===== src/sv/gsm_pkg.sv =====
// ----------------------------------------------------------------------------
// gsm_pkg
// Shared constants and the command/status types of the grid sync monitor.
// ----------------------------------------------------------------------------
package gsm_pkg;

  localparam int WINDOW_DEF = 200;

  localparam int FREQ_W  = 17;
  localparam int PHASE_W = 16;
  localparam int LOWLIM_W = 17;
  localparam int PLIM_W  = 15;
  localparam int CFG_W   = 17;
  localparam int TIME_W  = 32;

  localparam logic [FREQ_W-1:0] FREQ_MAX_MHZ = 17'd100000;
  localparam logic [FREQ_W-1:0] FREQ_LOW_RST = 17'd48000;
  localparam logic [FREQ_W-1:0] FREQ_HIGH_RST = 17'd52000;
  localparam logic [PLIM_W-1:0] PHASE_LIM_RST = 15'd2000;
  localparam logic [63:0] FREQ_SCALE = 64'd500000000;
  localparam logic [14:0] HALF_TURN_CDEG = 15'd18000;

  localparam logic [1:0] REG_FREQ_LOW  = 2'd0;
  localparam logic [1:0] REG_FREQ_HIGH = 2'd1;
  localparam logic [1:0] REG_PHASE_LIM = 2'd2;

  // Commands from the controller to the datapath.
  typedef struct packed {
    logic load;      // latch the item, do edge detection, write ring
    logic rd_old;    // issue ring read of the oldest entry
    logic rd_new;    // issue ring read of the newest entry
    logic span;      // form span from the two reads
    logic div_start; // start a divide
    logic div_sel;   // 0: frequency divide, 1: remainder/phase divide
    logic mul;       // form the next dividend after a divide
    logic fin;       // compose the result
  } gsm_cmd_t;

  typedef struct packed {
    logic div_done;
    logic full;
    logic span_zero;
  } gsm_sts_t;

endpackage


===== src/sv/gsm_ctrl.sv =====
// ----------------------------------------------------------------------------
// gsm_ctrl
// Sequencer: load, ring reads, span, three divides or none, result hand-off.
// ----------------------------------------------------------------------------
module gsm_ctrl (
  input  logic              clk,
  input  logic              rst_n,
  input  logic              in_valid,
  output logic              in_ready,
  output logic              out_valid,
  input  logic              out_ready,
  output gsm_pkg::gsm_cmd_t cmd,
  input  gsm_pkg::gsm_sts_t sts
);

  localparam logic [3:0] S_IDLE = 4'd0, S_RDO = 4'd1, S_RDN = 4'd2, S_WAIT = 4'd3,
                         S_SPAN = 4'd4, S_FDIV = 4'd5, S_FRUN = 4'd6, S_RDIV = 4'd7,
                         S_RRUN = 4'd8, S_PDIV = 4'd9, S_PRUN = 4'd10, S_FIN = 4'd11,
                         S_OUT = 4'd12;

  logic [3:0] st_r, st_nxt;

  always_comb begin
    st_nxt = st_r;
    cmd = '0;
    in_ready = (st_r == S_IDLE);
    out_valid = (st_r == S_OUT);
    unique case (st_r)
      S_IDLE: if (in_valid) begin cmd.load = 1'b1; st_nxt = S_RDO; end
      S_RDO:  begin cmd.rd_old = 1'b1; st_nxt = S_RDN; end
      S_RDN:  begin cmd.rd_new = 1'b1; st_nxt = S_WAIT; end
      S_WAIT: st_nxt = S_SPAN;
      S_SPAN: begin cmd.span = 1'b1; st_nxt = S_FDIV; end
      S_FDIV: begin
        if (sts.full && !sts.span_zero) begin
          cmd.div_start = 1'b1; st_nxt = S_FRUN;
        end else st_nxt = S_FIN;
      end
      S_FRUN: if (sts.div_done) st_nxt = S_RDIV;
      S_RDIV: begin cmd.div_sel = 1'b1; cmd.div_start = 1'b1; st_nxt = S_RRUN; end
      S_RRUN: begin cmd.div_sel = 1'b1; if (sts.div_done) st_nxt = S_PDIV; end
      S_PDIV: begin
        cmd.div_sel = 1'b1; cmd.mul = 1'b1; cmd.div_start = 1'b1; st_nxt = S_PRUN;
      end
      S_PRUN: begin cmd.div_sel = 1'b1; if (sts.div_done) st_nxt = S_FIN; end
      S_FIN:  begin cmd.div_sel = 1'b1; cmd.fin = 1'b1; st_nxt = S_OUT; end
      S_OUT:  if (out_ready) st_nxt = S_IDLE;
      default: st_nxt = S_IDLE;
    endcase
  end

  always_ff @(posedge clk) begin
    if (!rst_n) st_r <= S_IDLE;
    else st_r <= st_nxt;
  end

  a_one_hand: assert property (@(posedge clk) disable iff (!rst_n) !(in_ready && out_valid))
    else $error("accept and deliver overlap");
  a_fin_out: assert property (@(posedge clk) disable iff (!rst_n) cmd.fin |=> out_valid)
    else $error("result not presented");
  a_load: assert property (@(posedge clk) disable iff (!rst_n) cmd.load |=> cmd.rd_old)
    else $error("load not followed by read");

endmodule


===== config.mk =====
export PLATFORM = sky130hd
export DESIGN_NAME = gsm_ctrl
export DESIGN_NICKNAME = d
export VERILOG_FILES = /design/src/sv/gsm_pkg.sv /design/src/sv/gsm_ctrl.sv
export SDC_FILE = /design/constraint.sdc
export NUM_CORES = 1
export LEC_CHECK = 0
export ABC_CLOCK_PERIOD_IN_PS = 1530
export BUFFER_PORTS_ARGS = -buffer_cell sky130_fd_sc_hd__buf_2
export CAP_MARGIN = 5
export CORE_AREA = 2 2 39 41
export CTS_BUF_LIST = sky130_fd_sc_hd__clkbuf_4 sky130_fd_sc_hd__clkbuf_8 sky130_fd_sc_hd__clkbuf_16
export CTS_CLUSTER_DIAMETER = 200
export DETAILED_ROUTE_END_ITERATION = 8
export DIE_AREA = 0 0 41 43
export SYNTH_ARGS = -nofsm -noshare
export SYNTH_HDL_FRONTEND = slang
export SYNTH_SLANG_ARGS = --single-unit

===== constraint.sdc =====
create_clock -name clk -period 1.53 [get_ports clk]
set_clock_uncertainty 0.15 [all_clocks]
set_input_delay 0.306 -clock clk [delete_from_list [all_inputs] [get_ports clk]]
set_output_delay 0.306 -clock clk [all_outputs]
set_load 0.1 [all_outputs]

==> results by group <==
Status
  • Outcome: finished, violations left
  • Failing checks: negative setup slack

Route
  • Routed vias: 476
  • Routed WL: 1130 um
  • DR pass1 iterations: 5
  • Antenna-violating nets left: 0
  • 1st-iter DRT viols: 2
  • DR vias/cell: 5.01
  • WL/cell: 11.9 um
  • Drc violations: 0

Yosys
  • Seq cells post-synth: 4
  • Top cells by area, synth: dfxtp_1 22%, nand2_1 7.2%, o31ai_4 5.8%
  • Yosys cell types: 29
  • Post-synth ARST share: 0
  • Post-Synthesis Cell Area: 367 um^2
  • Number of synthesized flops with an enable pin: 0
  • Top cell type's share of synthesized area: 0.218
  • Sequential fraction of the synthesis area: 0.218
  • Synth Flop Type: dfxtp_1
  • Most instantiated cells after synthesis: 7 x nand2_1, 4 x dfxtp_1, 3 x and2_1, 3 x buf_2
  • Synth area leader: dfxtp_1
  • Syn avg cell area: 7.80 um^2
  • Mapped Nets: 54
  • Mapped Cells: 47
  • Synth warn: 0
  • Most common cell in the netlist: nand2_1

Power and ir drop
  • Total chip power: 824 uW
  • P per Cell Area: 939 nW/um^2
  • Maximum vdd drop: 0.503 mV
  • LEAKAGE: 0.000373 uW

Cells and area
  • Biggest regs: st_r: 4 flops
  • Cell area after layout: 877 um^2
  • P&R area growth vs syn: 139%
  • Max reg flops: 4
  • Largest register by flop count: st_r
  • Final net count: 88
  • Post-route insts no fill: 95
  • Layout cells sized above 1: 0.696
  • N_diodes: 0

Place
  • DP Cell Count: 86
  • Dpl ws: -0.0622 ns
  • Routability cong.: 0.769
  • Detailed placement HPWL: 857 um
  • Post-DP Area: 767 um^2
  • Buffers on Ports: 16

Clock tree
  • CTS buffer count: 3
  • Clock Path Buffers: 2
  • Clock root cell: clkbuf_4
  • # clock sinks: 4
  • TritonCTS clock tree: done
  • # hold bufs at CTS: 0
  • Clock Pin Slew Worst Setup and Hold Paths: 0.04 ns
  • H-tree levels: 1
  • Clock latency on the worst-skew pair: 0.23 ns

Min path
  • WHS Path Cells: 3
  • Hold endpoint: st_r[1]$_SDFFE_PN0P_
  • Worst Min Path Start: rst_n
  • Hold Path Class: in -> reg

Critical path
  • CP Depth: 4
  • Critical path's slowest cell: dfxtp_4
  • CP startpoint kind: flip-flop
  • Cells on worst reg2reg path: 5
  • CP peak stage delay: 0.36 ns
  • Worst path required time: 1.07 ns
  • CP Capture Type: output port
  • CP bufs+invs: 1
  • WS Path Type: reg -> out
  • Reg-to-Reg End: st_r[2]$_SDFFE_PN0P_
  • Delay-heaviest family, CP: simple AND/OR/NAND/NOR gates
  • Critical path peak fanout: 7
  • Reg2reg setup slack: -0.12 ns
  • Critical-path cell list: or2b_1 > o22ai_1 > and2_4 > buf_12
  • Critical path data arrival time: 1.32 ns
  • Reg2reg start: st_r[3]$_SDFFE_PN0P_

Floorplanning
  • Starting Density: 0.265
  • FP Rows: 14
  • Die ar.: 1760 um^2
  • Die W: 41 um
  • Ports: 17
  • DIE HEIGHT: 43 um
  • CORE AREA: 1380 um^2

Timing
  • Fin crit period: 1.78 ns
  • Final WS setup: -0.247 ns
  • Setup_tns: -1.86 ns
  • Final Max Slew Viols: 0
  • Worst-Margin Slew: 0.280 ns
  • RSZ-0062 raised after global routing: yes
  • F_max: 0.563 GHz
  • Setup Viol. Count Final: 12
  • Final Cycle Share: 1.16
  • Slew margin rel.: 0.813
  • Fin. Hold Viols: 0

Global route
  • Initial antenna violation count: 0
  • Total GRT Usage: 0.151
  • Global route overflow: 0
  • Largest net degree at the start of global routing: 8
  • Global-route wire length before repair: 1800 um
  • Vias in the first global route: 452

Run
  • MaxCap Viol Count: 0
## final cells by class
class / count / area, um^2
timing repair buffer: 33 / 377
multi-input combinational: 38 / 362
fill: 114 / 507
inverter: 1 / 3.75
clock buffer: 3 / 22.5
sequential: 4 / 92.6
tap: 16 / 20.0
## worst min-delay path: cells and delay by family
family | cells | cell delay, ns
buffers and inverters | 1 | 0.13
AND/OR/NAND/NOR | 2 | 0.14
## routing by layer
layer | GRT usage | wire length (um) | vias up
met5 | 0 | 0 | -
met4 | 0.100 | 31 | 0
met3 | 0.0209 | 38 | 6
met2 | 0.253 | 608 | 18
met1 | 0.163 | 456 | 217
li1 | - | - | 235
## through the flow
step / utilization / hold slack, ns
after floorplan: - / 0.291
after global placement: 0.554 / 0.330
after detailed placement: 0.554 / 0.357
after CTS: 0.630 / 0.201
after global routing: 0.634 / 0.250
final: 0.634 / 0.224
## how the worst max path moves through the flow
stage / from / to / slack [ns]
after floorplan: st_r[2]$_SDFFE_PN0P_ / cmd[7] / -1.01
after CTS: st_r[3]$_SDFFE_PN0P_ / cmd[3] / -0.26
after global placement: in_valid / st_r[2]$_SDFFE_PN0P_ / -0.02
after global routing: st_r[3]$_SDFFE_PN0P_ / cmd[3] / -0.29
after detailed placement: st_r[1]$_SDFFE_PN0P_ / st_r[2]$_SDFFE_PN0P_ / -0.06
final: st_r[3]$_SDFFE_PN0P_ / cmd[3] / -0.25
## what timing repair did
action | in CTS | in global routing
resized for setup | 13 | 1
buffers inserted | 6 | 1
pin swaps | 8 | 3
setup endpoints to repair | 12 | 13
## placed cells by master, fill, tap and decap left out, types with 2 or more instances in the layout
cell type and count:
buf_4 12, mux2i_1 2, buf_12 10, nand2_1 5
nand4b_1 2, clkbuf_4 3, buf_6 5, buf_2 6
nor4b_4 2, dfxtp_4 3, and2_4 2, a21oi_1 2
nand2_4 2
## report_power, final
part           switching [uW]  internal, uW  leakage [uW]  total [uW]
Clock                    41.4          87.6     0.0000138         129
Sequential               25.1           118     0.0000353         143
Combinational             307           245      0.000324         552
## cells by family after synthesis
kind of cell	count (synthesis)	share of synthesized area
compound gates	9	0.208
xor+xnor	1	0.0239
buf+inv	5	0.0717
flops	4	0.218
mux	2	0.0546
simple gates	26	0.423
(Power assumes the default switching activity.)
